--- src/design/bsv_pkg.sv ---
// ----------------------------------------------------------------------------
// bsv_pkg: shared types and constants of the 3x3 box-sum core
// Holds the field widths of the streams, the result record and the defaults
// of the top-level parameters.
// ----------------------------------------------------------------------------
package bsv_pkg;

  // Field widths of the streams and of the configuration register.
  localparam int unsigned DigitW  = 4;
  localparam int unsigned SumW    = 7;
  localparam int unsigned OutRowW = 12;
  localparam int unsigned OutColW = 10;
  localparam int unsigned ColsW   = 11;
  localparam int unsigned ColSumW = 5;

  // Window geometry and digit range.
  localparam int unsigned WinSize  = 3;
  localparam int unsigned DigitMax = 9;

  // Defaults of the top-level parameters and the width after reset.
  localparam int unsigned MaxColsDef = 1024;
  localparam int unsigned MaxRowsDef = 4096;
  localparam int unsigned ColsReset  = 3;

  // Depth of the result queue; a power of two.
  localparam int unsigned ResDepth = 4;
  localparam int unsigned ResPtrW  = $clog2(ResDepth);
  localparam int unsigned ResCntW  = $clog2(ResDepth + 1);

  typedef logic [DigitW-1:0]  digit_t;
  typedef logic [ColSumW-1:0] colsum_t;

  // One result record as it travels through the queue.
  typedef struct packed {
    logic [SumW-1:0]    box_sum;
    logic [OutRowW-1:0] out_row;
    logic [OutColW-1:0] out_col;
    logic               row_end;
  } res_t;

endpackage

--- src/design/bsv_win_cell.sv ---
// ----------------------------------------------------------------------------
// bsv_win_cell: one column of the 3x3 window
// Holds one vertical column sum and takes its neighbour's value on each
// shift; a clear loads zero instead, as at the start of a frame.
// ----------------------------------------------------------------------------
module bsv_win_cell (
  input  logic                          clk_i,
  input  logic                          rst_ni,
  input  logic                          en_i,
  input  logic                          clr_i,
  input  logic [bsv_pkg::ColSumW-1:0]   data_i,
  output logic [bsv_pkg::ColSumW-1:0]   data_o
);
  import bsv_pkg::*;

  colsum_t sum_q, sum_d;

  // Shift in the neighbour's column sum, or zero on a clear.
  always_comb begin
    sum_d = sum_q;
    if (en_i) begin
      sum_d = clr_i ? '0 : data_i;
    end
  end

  always_ff @(posedge clk_i or negedge rst_ni) begin
    if (!rst_ni) begin
      sum_q <= '0;
    end else begin
      sum_q <= sum_d;
    end
  end

  assign data_o = sum_q;

endmodule

--- config.mk ---
export PLATFORM = sky130hd
export DESIGN_NAME = bsv_win_cell
export DESIGN_NICKNAME = d
export VERILOG_FILES = /design/src/design/bsv_pkg.sv /design/src/design/bsv_win_cell.sv
export SDC_FILE = /design/constraint.sdc
export NUM_CORES = 1
export LEC_CHECK = 0
export BUFFER_PORTS_ARGS = -buffer_cell sky130_fd_sc_hd__buf_2
export CORE_AREA = 2 2 39 41
export CTS_CLUSTER_SIZE = 12
export DETAILED_ROUTE_END_ITERATION = 10
export DIE_AREA = 0 0 41 43
export PLACE_DENSITY = 0.45
export SYNTH_ARGS = -nofsm -noshare
export SYNTH_HDL_FRONTEND = slang
export SYNTH_SLANG_ARGS = --single-unit
--- constraint.sdc ---
create_clock -name clk_i -period 1 [get_ports clk_i]
set_input_delay 0.05 -clock clk_i [delete_from_list [all_inputs] [get_ports clk_i]]
set_output_delay 0.05 -clock clk_i [all_outputs]
set_load 0.02 [all_outputs]
==> impl_metrics.toml <==
[sta]
max_freq_mhz = 1218
setup_tns_ps = 0
rsz0062_at_grt = "no"
max_slew_margin_pct = 89.42
setup_viol = 0
final_hold_viol_count = 0
fin_crit_ps = 821.2
fin_crit_sh_pct = 82.12
skew_ps = 0
drv_slew = 0
tightest_slew_ps = 158.7

[cells_and_area]
drive_above_1_share_pct = 42.11
antennaDiodeCount = 0
largest_reg_flops = 5
finish.net_count = 48
area_delta_synth_final_pct = 50.57
fin_cells = 54
n_fill_cell = 154

[logic_synthesis]
ys_seq_area_share_pct = 57.47
synth_area_per_cell_um2 = 10.37
synth_top_area_share_pct = 57.47
yosys.area.top_type = "dfrtp_1"
synth_edf_count = 0
ys_types = 5
netlist_instances = 21
synth_nets = 30
yosys-top-cells-count = "dfrtp_1 (5), inv_1 (5), nand3b_1 (5), o21ai_1 (5), buf_6 (1)"
syn_area_um2 = 217.7
yosys_warnings = 0
yosys_register_bits = 5
synthFlopType = "dfrtp_1"
async_flop_share_pct = 100.0
synthTopCellsByArea = "dfrtp_1 (57%), nand3b_1 (17%), o21ai_1 (11%)"

[cts]
clock_sinks = 5
cts_resized = 0
numCtsBuffers = 3
post_cts_buffers = 0
htree_num_levels = 1
cts_root_buf = "clkbuf_4"
insertion_delay_ps = 240
clk_path_buf_depth = 2
clkTransAtPathRegs_ps = 40
cts_tree = "yes"
hold_buffers = 1

[worst_setup_path]
crit_path_end_kind = "output pin"
crit_arrival_ps = 770
slowest_delay_ps = 370
critPathLaunchType = "flop"
cp.buffers_inverters = 1
worstPathMaxFanout = 2
worstPathCellList = "buf_2"
critPathRequiredTime_ps = 950
crit_slowest_cell = "dfrtp_1"
critPathKind = "reg -> out"
cpLargestDelayFamily = "flip-flops"

[grt]
grt_pass1_vias = 186
grt_max_degree = 11
grt.total_usage_pct = 7.351
overflow = 0
grt_pass1_wl_um = 759
grt_antenna_before_repair = 0

[route]
dr.pass1.iters = 1
via_per_inst = 3.556
wire_per_inst_um = 8.778
ant_nets = 0
routed_wl_um = 474
drt_iter0_markers = 0
drc = 0
vias = 192

[run]
cap_violations = 0

[power]
power_density_nw_per_um2 = 1669
p_leak_nw = 0.1679
peakVddDrop_mv = 0.5723

[floorplan]
num_rows = 14
die_w_um = 41
initial_core_util_pct = 15.73
die_h_um = 43
die_area_um2 = 1763
coreArea_um2 = 1384
design.portCount = 14

[placed_design]
placed_cells = 49
place_hpwl_um = 357.2
place.gp.congestion = 0.5517
numPortBuffers = 13

[status]
status = "finished clean"

[worst_hold_path]
hp-class = "in -> reg"
layer usage:
layer	vias to the layer above	wire, um	global-route usage, %
met5	-	0	0
met4	0	0	2.000
met3	0	81	9.424
met2	14	146	7.813
met1	77	245	8.766
li1	101	-	-
path summary, 6_finish.rpt:
| kind | start | to | slack [ps] | depth (start not counted) |
|---|---|---|---|---|
| worst max-delay path | data_o[3] | data_o[3] | 180 | 1 |
| worst min-delay path | data_i[4] | data_o[4] | 50 | 3 |
| worst max register to register | data_o[1] | data_o[1] | 410 | 2 |
| worst min register to register | data_o[0] | data_o[0] | 500 | 2 |
| max in group asynchronous | rst_ni | data_o[3] | 720 | 2 |
| min in group asynchronous | rst_ni | data_o[0] | 150 | 2 |
stage by stage:
stage / cell area [um2] / hold WS (ps) / setup WS [ps] / total power, mW / utilization, %
2_1_floorplan: 217.7 / -245.6 / 321.1 / 0.2767 / -
5_1_grt: 327.8 / 55.18 / 135.3 / 0.5993 / 23.69
6_report: 327.8 / 48.48 / 178.8 / 0.5470 / 23.69
3_5_place_dp: 291.5 / -126.7 / 410.6 / 0.3129 / 21.07
3_3_place_gp: 291.5 / -127.7 / 409.7 / 0.3137 / 21.07
4_1_cts: 327.8 / 38.66 / 167.2 / 0.5671 / 23.69
final cells by class:
class	instances	area, um2	area share [%]
inverters	5	18.77	5.725
flip-flops and latches	5	125.1	38.17
clock buffers	4	26.28	8.015
well taps	16	20.02	6.107
repair buffers	14	75.07	22.90
multi-input cells	10	62.56	19.08
logic make-up after synthesis:
kind of cell / share of synthesized area, %
AND/OR/NAND/NOR: 17.24
AO/OA/AOI/OAI: 11.49
flip-flops: 57.47
buffers and inverters: 13.79
power by group:
group | total [mW] | leakage, nW | internal (mW) | switching (mW)
Clock | 0.236 | 0.0150 | 0.151 | 0.0849
Sequential | 0.226 | 0.0650 | 0.219 | 0.00730
Combinational | 0.0848 | 0.0879 | 0.0359 | 0.0489
Total | 0.547 | 0.168 | 0.406 | 0.141
placed cells by master, fill, tap and decap left out:
master / Yosys / routed
clkbuf_1: 0 / 1
dfrtp_1: 5 / 5
buf_2: 0 / 13
o21ai_1: 5 / 5
clkbuf_4: 0 / 3
dlygate4sd3_1: 0 / 1
nand3b_1: 5 / 5
inv_1: 5 / 5
Power figures use the tool's default switching activity.
