--- src/design/bsv_pkg.sv ---
// ----------------------------------------------------------------------------
// bsv_pkg: shared types and constants of the 3x3 box-sum core
// Holds the field widths of the streams, the result record and the defaults
// of the top-level parameters.
// ----------------------------------------------------------------------------
package bsv_pkg;

  // Field widths of the streams and of the configuration register.
  localparam int unsigned DigitW  = 4;
  localparam int unsigned SumW    = 7;
  localparam int unsigned OutRowW = 12;
  localparam int unsigned OutColW = 10;
  localparam int unsigned ColsW   = 11;
  localparam int unsigned ColSumW = 5;

  // Window geometry and digit range.
  localparam int unsigned WinSize  = 3;
  localparam int unsigned DigitMax = 9;

  // Defaults of the top-level parameters and the width after reset.
  localparam int unsigned MaxColsDef = 1024;
  localparam int unsigned MaxRowsDef = 4096;
  localparam int unsigned ColsReset  = 3;

  // Depth of the result queue; a power of two.
  localparam int unsigned ResDepth = 4;
  localparam int unsigned ResPtrW  = $clog2(ResDepth);
  localparam int unsigned ResCntW  = $clog2(ResDepth + 1);

  typedef logic [DigitW-1:0]  digit_t;
  typedef logic [ColSumW-1:0] colsum_t;

  // One result record as it travels through the queue.
  typedef struct packed {
    logic [SumW-1:0]    box_sum;
    logic [OutRowW-1:0] out_row;
    logic [OutColW-1:0] out_col;
    logic               row_end;
  } res_t;

endpackage

--- src/design/bsv_out_if.sv ---
// ----------------------------------------------------------------------------
// bsv_out_if: window-sum result channel
// Valid/ready channel carrying one window sum and its position.
// ----------------------------------------------------------------------------
interface bsv_out_if;
  logic                        valid;
  logic                        ready;
  logic [bsv_pkg::SumW-1:0]    box_sum;
  logic [bsv_pkg::OutRowW-1:0] out_row;
  logic [bsv_pkg::OutColW-1:0] out_col;
  logic                        row_end;

  modport source (output valid, output box_sum, output out_row, output out_col,
                  output row_end, input ready);
  modport sink   (input valid, input box_sum, input out_row, input out_col,
                  input row_end, output ready);
endinterface

--- src/design/bsv_out_fifo.sv ---
// ----------------------------------------------------------------------------
// bsv_out_fifo: result queue
// A small register queue in front of the result channel. It parts the
// result side from the input side and reports its fill level for the
// input credit check.
// ----------------------------------------------------------------------------
module bsv_out_fifo (
  input  logic                          clk_i,
  input  logic                          rst_ni,
  input  logic                          push_i,
  input  bsv_pkg::res_t                 data_i,
  output logic [bsv_pkg::ResCntW-1:0]   count_o,
  bsv_out_if.source                     out_o
);
  import bsv_pkg::*;

  res_t               store_q [ResDepth];
  logic [ResPtrW-1:0] wr_ptr_q, wr_ptr_d;
  logic [ResPtrW-1:0] rd_ptr_q, rd_ptr_d;
  logic [ResCntW-1:0] count_q, count_d;
  logic               pop;
  res_t               head;

  assign pop  = out_o.valid && out_o.ready;
  assign head = store_q[rd_ptr_q];

  // Pointer and fill level update.
  always_comb begin
    wr_ptr_d = wr_ptr_q;
    rd_ptr_d = rd_ptr_q;
    count_d  = count_q;
    if (push_i) begin
      wr_ptr_d = wr_ptr_q + ResPtrW'(1);
    end
    if (pop) begin
      rd_ptr_d = rd_ptr_q + ResPtrW'(1);
    end
    if (push_i && !pop) begin
      count_d = count_q + ResCntW'(1);
    end else if (!push_i && pop) begin
      count_d = count_q - ResCntW'(1);
    end
  end

  always_ff @(posedge clk_i or negedge rst_ni) begin
    if (!rst_ni) begin
      wr_ptr_q <= '0;
      rd_ptr_q <= '0;
      count_q  <= '0;
    end else begin
      wr_ptr_q <= wr_ptr_d;
      rd_ptr_q <= rd_ptr_d;
      count_q  <= count_d;
    end
  end

  // Storage of the queued results.
  always_ff @(posedge clk_i) begin
    if (push_i) begin
      store_q[wr_ptr_q] <= data_i;
    end
  end

  assign out_o.valid   = (count_q != '0);
  assign out_o.box_sum = head.box_sum;
  assign out_o.out_row = head.out_row;
  assign out_o.out_col = head.out_col;
  assign out_o.row_end = head.row_end;
  assign count_o       = count_q;

endmodule

--- src/flat_wrapper.sv ---
// flat-port wrapper written by rule: the top's interface ports become plain ports
module bsv_out_fifo_flat import bsv_pkg::*;
  (clk_i, rst_ni, push_i, data_i, count_o, out_o_valid, out_o_box_sum, out_o_out_row, out_o_out_col, out_o_row_end, out_o_ready);
  bsv_out_if out_o_i ();
  input  logic clk_i;
  input  logic rst_ni;
  input  logic push_i;
  input  bsv_pkg::res_t data_i;
  output logic [bsv_pkg::ResCntW-1:0] count_o;
  output wire logic [$bits(out_o_i.valid)-1:0] out_o_valid;
  output wire logic [$bits(out_o_i.box_sum)-1:0] out_o_box_sum;
  output wire logic [$bits(out_o_i.out_row)-1:0] out_o_out_row;
  output wire logic [$bits(out_o_i.out_col)-1:0] out_o_out_col;
  output wire logic [$bits(out_o_i.row_end)-1:0] out_o_row_end;
  input wire logic [$bits(out_o_i.ready)-1:0] out_o_ready;
  assign out_o_valid = out_o_i.valid;
  assign out_o_box_sum = out_o_i.box_sum;
  assign out_o_out_row = out_o_i.out_row;
  assign out_o_out_col = out_o_i.out_col;
  assign out_o_row_end = out_o_i.row_end;
  assign out_o_i.ready = out_o_ready;
  bsv_out_fifo u_core (.clk_i(clk_i), .rst_ni(rst_ni), .push_i(push_i), .data_i(data_i), .count_o(count_o), .out_o(out_o_i));
endmodule
--- config.mk ---
export PLATFORM = sky130hd
export DESIGN_NAME = bsv_out_fifo_flat
export DESIGN_NICKNAME = d
export VERILOG_FILES = /design/src/design/bsv_pkg.sv /design/src/design/bsv_out_if.sv /design/src/design/bsv_out_fifo.sv /design/src/flat_wrapper.sv
export SDC_FILE = /design/constraint.sdc
export NUM_CORES = 1
export LEC_CHECK = 0
export ABC_AREA = 1
export BUFFER_PORTS_ARGS = -buffer_cell sky130_fd_sc_hd__clkbuf_2
export CORE_ASPECT_RATIO = 1.1
export CORE_MARGIN = 8
export CORE_UTILIZATION = 40
export CTS_CLUSTER_DIAMETER = 30
export DETAILED_ROUTE_END_ITERATION = 7
export GPL_ROUTABILITY_DRIVEN = 0
export PLACE_DENSITY = 0.63
export REMOVE_ABC_BUFFERS = 1
export SLEW_MARGIN = 20
export SYNTH_ARGS = -nofsm -noshare
export SYNTH_HDL_FRONTEND = slang
export SYNTH_SLANG_ARGS = --single-unit
--- constraint.sdc ---
create_clock -name clk_i -period 2 [get_ports clk_i]
set_clock_uncertainty 0.05 [all_clocks]
set_input_delay 0.4 -clock clk_i [delete_from_list [all_inputs] [get_ports clk_i]]
set_output_delay 0.4 -clock clk_i [all_outputs]
set_load 0.05 [all_outputs]
==> results by group, run 1 <==
Global route
  • Initial antenna violation count: 1
  • GR Overflow Total: 0
  • Via count of the first global-routing pass: 3093
  • Routing usage on met3: 0.0572
  • Largest net degree at the start of global routing: 45
  • Met1 usage: 0.143
  • Global-route wire length before repair: 16200 µm
  • GRT Resource Usage Total: 0.125
  • Global route hottest layer: met2
  • Met2 Use GR: 0.199

Die
  • Row count: 43
  • Core area: 12600 µm²
  • Die H: 136 µm
  • Die width: 125 µm
  • Num ports: 68
  • Die Area: 16900 µm²
  • Initial core utilization: 0.412

Status
  • Violated checks: setup timing
  • Outcome: finished, violations left

CTS
  • Worst-Skew Late Latency: 0.41 ns
  • Clk slew on worst S/H paths: 0.05 ns
  • Max clock buf depth: 2
  • CTS Sinks: 127
  • CTS tree: yes
  • H-Tree Depth: 4
  • Root Buffer: clkbuf_16
  • Num CTS Buffers: 17

Final layout
  • Area growth syn-to-layout: 25.5%
  • Commonest non-fill, non-tap cell in the layout: edfxtp_1
  • Antenna diodes: 0
  • Commonest non-fill, non-tap cells in the layout: edfxtp_1, nand2_1, inv_1
  • Share of cells above drive strength 1: 0.234
  • Final non-filler cell total: 657
  • Design area: 6540 µm²
  • Nets: 527

STA
  • Final WS setup: -0.0314 ns
  • Post-route clock period utilization: 1.02
  • RSZ-0062 raised after global routing: yes
  • Post-Route Setup TNS: -0.199 ns
  • F_max: 0.492 GHz
  • Slew margin rel.: 0.772
  • Final setup fails: 15
  • Fin Hold WS: 0.156 ns
  • Slew @ Worst Pin: 0.342 ns
  • Final Critical Period: 2.03 ns
  • Final hold viol count: 0
  • Final-report max-slew violation count: 0

Critical path
  • Delay of the slowest critical-path stage: 0.39 ns
  • Crit path DAT: 1.58 ns
  • Largest delay share family, worst path: buffers and inverters
  • CP max FO: 44
  • Crit Path Category: reg -> out
  • CP required: 1.55 ns
  • CP Capture Type: primary output
  • Slowest CP cell: dfrtp_1
  • CP Launch Type: register
  • Critical Path, Cell by Cell: clkinv_4, buf_12, o211ai_1, nand2_1, clkbuf_4
  • CP Buf/Inv Count: 3

Drt
  • ANT nets after route: 0
  • Initial DRT Pass Iterations: 4
  • Drt total wl: 10000 µm
  • Total number of vias: 3122
  • Via density: 4.75
  • 1st-iter DRT viols: 149
  • DRC errors left: 0
  • Drt wl/cell: 15.3 µm

Synth
  • Ys Warns: 0
  • Post-synth cell types: 18
  • Gate Count Post-Synth: 405
  • Cell area after synthesis: 5210 µm²
  • Mean Syn Cell Area: 12.9 µm²
  • Post-synthesis register bit count: 127
  • Seq/Total Area, Yosys: 0.726

Pwr
  • Static leakage: 2.72 nW
  • PwrDens: 1800 nW/µm²
  • Worst ir drop on vdd: 0.000888 V

Placed design
  • PortBufs: 67
  • Worst slack, placed: 0.125 ns
  • Dpl cells: 623
  • Placed cell areas: 5750 µm²
  • Detail Placement HPWL: 6340 µm

Job
  • MaxCap Viol Count: 0

Hold path
  • HP Class: in -> reg
-- cell type report --
cell class / instances / area [µm²]
sequential: 127 / 3780
inverter: 72 / 275
clock inverter: 9 / 93.8
clock buffer: 23 / 458
tap: 157 / 196
multi-input combinational: 185 / 1010
timing repair buffer: 84 / 719
fill: 1053 / 6110
-- final timing paths --
| path | end | from | cells after the start | slack (ns) |
|---|---|---|---|---|
| worst max-delay path | out_o_box_sum[3] | u_core.rd_ptr_q[0]$_DFFE_PN0P_ | 5 | -0.03 |
| worst min-delay path | u_core.store_q[3][6]$_DFFE_PP_ | data_i[6] | 1 | 0.16 |
| worst max register to register | u_core.count_o[2]$_DFFE_PN0P_ | u_core.count_o[0]$_DFFE_PN0P_ | 10 | 0.17 |
| worst min register to register | u_core.count_o[2]$_DFFE_PN0P_ | u_core.count_o[2]$_DFFE_PN0P_ | 2 | 0.47 |
| max in group asynchronous | u_core.count_o[0]$_DFFE_PN0P_ | rst_ni | 2 | 1.38 |
| min in group asynchronous | u_core.count_o[2]$_DFFE_PN0P_ | rst_ni | 2 | 0.32 |
-- report_power, final --
part	leakage [nW]	internal (W)	total (W)	switching, W
Sequential	1.19	0.00350	0.00366	0.000164
Combinational	1.26	0.00171	0.00527	0.00356
Clock	0.276	0.00184	0.00285	0.00101
Total	2.72	0.00705	0.0118	0.00473
-- per-layer routing --
| metal | vias to the layer above | routed length (µm) |
|---|---|---|
| met5 | - | 18 |
| met1 | 1477 | 4430 |
| met3 | 13 | 688 |
| met4 | 2 | 138 |
| li1 | 1558 | - |
| met2 | 72 | 4770 |
-- through the flow --
step                utilization  power (W)
floorplan                     -    0.00695
global placement          0.455    0.00830
detailed placement        0.455    0.00839
CTS                       0.515     0.0118
global route              0.517     0.0124
finish                    0.517     0.0118
-- worst register-to-register path, cell delays in order (launching register included) --
cell and delay, ns:
dfrtp_2 0.44, nor2_2 0.13, nand2_2 0.08, nand2_2 0.09
ha_1 0.17, inv_1 0.07, fa_1 0.40, inv_1 0.07
nand2_1 0.07, nand4_1 0.10, nand2_1 0.06
-- sequential cells by signal, indices dropped and copies added, names as in the netlist --
register and cells:
u_core.store_q 120, u_core.count_o 3, u_core.wr_ptr_q 2, u_core.rd_ptr_q 2
-- kinds of logic after synthesis --
logic type               synth area share
XOR/XNOR                          0.00336
AND/OR/NAND/NOR                    0.0848
flip-flops                          0.726
adder cells (fa/ha/maj)            0.0159
buffers and inverters              0.0819
AO/OA/AOI/OAI                      0.0884
-- synthesized netlist by cell type --
cell / instances / area (µm²)
clkbuf_1: 4 / 15.0
xnor2_1: 1 / 8.76
buf_2: 8 / 40.0
inv_2: 1 / 3.75
o21ai_0: 1 / 5.00
nand2_1: 111 / 417
buf_6: 9 / 101
nand4_1: 1 / 6.26
dfrtp_1: 7 / 175
o211ai_2: 1 / 12.5
xor2_1: 1 / 8.76
ha_1: 5 / 62.6
nand3_1: 3 / 15.0
edfxtp_1: 120 / 3600
nor2_1: 1 / 3.75
fa_1: 1 / 20.0
inv_1: 71 / 267
o211ai_1: 59 / 443
-- timing repair --
item / in CTS / in global routing
pin swaps: 1 / 1
setup endpoints to repair: 30 / 31
setup buffers: 1 / 0
hold buffers: 1 / 0
endpoints found under the hold margin: 7 / 0
resized for setup: 50 / 14
Note: power is estimated with default switching activity, not from simulation.
==> inputs of run 2 (changes only) <==
--- a/config.mk
+++ b/config.mk
@@ -15,6 +15,7 @@
 export GPL_ROUTABILITY_DRIVEN = 0
 export PLACE_DENSITY = 0.63
 export REMOVE_ABC_BUFFERS = 1
+export SKIP_CTS_REPAIR_TIMING = 1
 export SLEW_MARGIN = 20
 export SYNTH_ARGS = -nofsm -noshare
 export SYNTH_HDL_FRONTEND = slang
==> constraint.sdc (replaced) <==
create_clock -name clk_i -period 2.61 [get_ports clk_i]
set_clock_uncertainty 0.05 [all_clocks]
set_input_delay 0.522 -clock clk_i [delete_from_list [all_inputs] [get_ports clk_i]]
set_output_delay 0.522 -clock clk_i [all_outputs]
set_load 0.05 [all_outputs]
==> run 2 against run 1 <==
Compared with the run above: largest power group unchanged; register-to-register slack gained 0.60 ns; hold slack gained 0.12 ns; die area is the same; critical path depth is the same; non-clock buffer count shrank 6; sequential share of layout area grew 2.6 points; final cell count shrank 0.91%; the run now ends clean; routed wire length shrank 2.3%; worst setup slack gained 0.32 ns; largest cell class unchanged; global-route usage shrank 0.16 points; clock power shrank 26%.
==> results by group, run 2 (synthesis results as in run 1) <==
CTS
  • Worst-Skew Late Latency: 0.41 ns
  • CTS tree: yes
  • Max clock buf depth: 2
  • Num CTS Buffers: 17
  • H-Tree Depth: 4
  • Clk slew on worst S/H paths: 0.05 ns
  • CTS Sinks: 127
  • Root Buffer: clkbuf_16

Drt
  • ANT nets after route: 0
  • Drt wl/cell: 15.1 µm
  • Initial DRT Pass Iterations: 4
  • DRC errors left: 0
  • Drt total wl: 9820 µm
  • Via density: 4.78
  • Total number of vias: 3111
  • 1st-iter DRT viols: 148

STA
  • Post-Route Setup TNS: 0 ns
  • Final hold viol count: 0
  • Slew @ Worst Pin: 0.493 ns
  • Final-report max-slew violation count: 0
  • Post-route clock period utilization: 0.890
  • Final Critical Period: 2.32 ns
  • RSZ-0062 raised after global routing: no
  • Slew margin rel.: 0.669
  • F_max: 0.431 GHz
  • Final setup fails: 0

Die
  • Die Area: 16900 µm²
  • Die width: 125 µm
  • Num ports: 68
  • Initial core utilization: 0.412
  • Core area: 12600 µm²
  • Row count: 43
  • Die H: 136 µm

Critical path
  • Crit Path Category: reg -> out
  • CP Launch Type: register
  • Critical Path, Cell by Cell: inv_1, buf_4, o211ai_1, nand2_1, clkbuf_2
  • Flop2flop setup slack: 0.77 ns
  • CP required: 2.04 ns
  • Slowest CP cell: dfrtp_1
  • Crit path DAT: 1.75 ns
  • Delay of the slowest critical-path stage: 0.37 ns
  • CP max FO: 31
  • CP Capture Type: primary output

Placed design
  • PortBufs: 67
  • Dpl cells: 618
  • Placed cell areas: 5710 µm²
  • Detail Placement HPWL: 6070 µm

Global route
  • Via count of the first global-routing pass: 3132
  • GRT Resource Usage Total: 0.123
  • GR Overflow Total: 0
  • Global-route wire length before repair: 16100 µm
  • Largest net degree at the start of global routing: 73
  • Initial antenna violation count: 2

Hold path
  • HP Class: in -> reg

Final layout
  • Share of cells above drive strength 1: 0.211
  • Commonest non-fill, non-tap cell in the layout: edfxtp_1
  • Final non-filler cell total: 651
  • Design area: 6260 µm²
  • Area growth syn-to-layout: 20.1%
  • Commonest non-fill, non-tap cells in the layout: edfxtp_1, nand2_1, inv_1, clkbuf_2, o211ai_1
  • Final Core Density: 0.495
  • Max reg flops: 120
  • Reg with most FFs: u_core.store_q
  • Antenna diodes: 0
  • Nets: 521

Pwr
  • Worst ir drop on vdd: 0.000900 V
  • Static leakage: 2.61 nW
  • PwrDens: 1330 nW/µm²
  • Total Power: 0.00835 W

Status
  • Outcome: complete, no violations

Job
  • MaxCap Viol Count: 0
-- run 2: cell count changes in the layout (fill, tap and decap cells not counted), sizes merged --
| cell | change |
|---|---|
| buf | -14 |
| clkbuf | +9 |
| clkinv | -1 |
| clkinvlp | +1 |
| bufinv | -1 |
-- run 2: final cells by class --
class	count	area [µm²]
clock buffers	24	472
clock inverters	8	65.1
fillers	1111	6390
inverters	72	272
multi-input cells	185	1000
flip-flops and latches	127	3780
well taps	157	196
repair buffers	78	470
-- run 2: worst paths after layout --
check,to,from,depth (start not counted)
worst min-delay path,u_core.store_q[3][29]$_DFFE_PP_,data_i[29],1
worst max register to register,u_core.count_o[2]$_DFFE_PN0P_,u_core.count_o[0]$_DFFE_PN0P_,10
max in group asynchronous,u_core.wr_ptr_q[1]$_DFFE_PN0P_,rst_ni,2
min in group asynchronous,u_core.count_o[2]$_DFFE_PN0P_,rst_ni,2
worst max-delay path,out_o_out_row[3],u_core.rd_ptr_q[1]$_DFFE_PN0P_,5
worst min register to register,u_core.count_o[2]$_DFFE_PN0P_,u_core.count_o[2]$_DFFE_PN0P_,2
-- run 2: worst max-delay path: cells and delay by family, from the launching register on --
kind | cells | cell delay, ns
buf+inv | 3 | 0.69
flops | 1 | 0.37
compound gates | 1 | 0.18
simple gates | 1 | 0.10
-- run 2: power by group --
group	internal (W)	switching, W	leakage [nW]	total, W
combinational	0.000803	0.00264	1.16	0.00344
clock	0.00134	0.000770	0.263	0.00211
sequential	0.00268	0.000119	1.19	0.00280
-- run 2: routing by layer --
layer	track usage	up-vias	wire length [µm]
li1	-	1550	-
met1	0.144	1459	4360
met2	0.191	76	4600
met3	0.0536	22	663
met4	0.0610	4	174
met5	0	-	27
-- run 2: metrics by stage --
stage,hold WS (ns),setup slack (ns)
after floorplan,0.176,0.127
after global placement,0.323,0.707
after detailed placement,0.333,0.686
after CTS,-0.111,0.232
after global routing,0.265,0.151
final,0.278,0.287
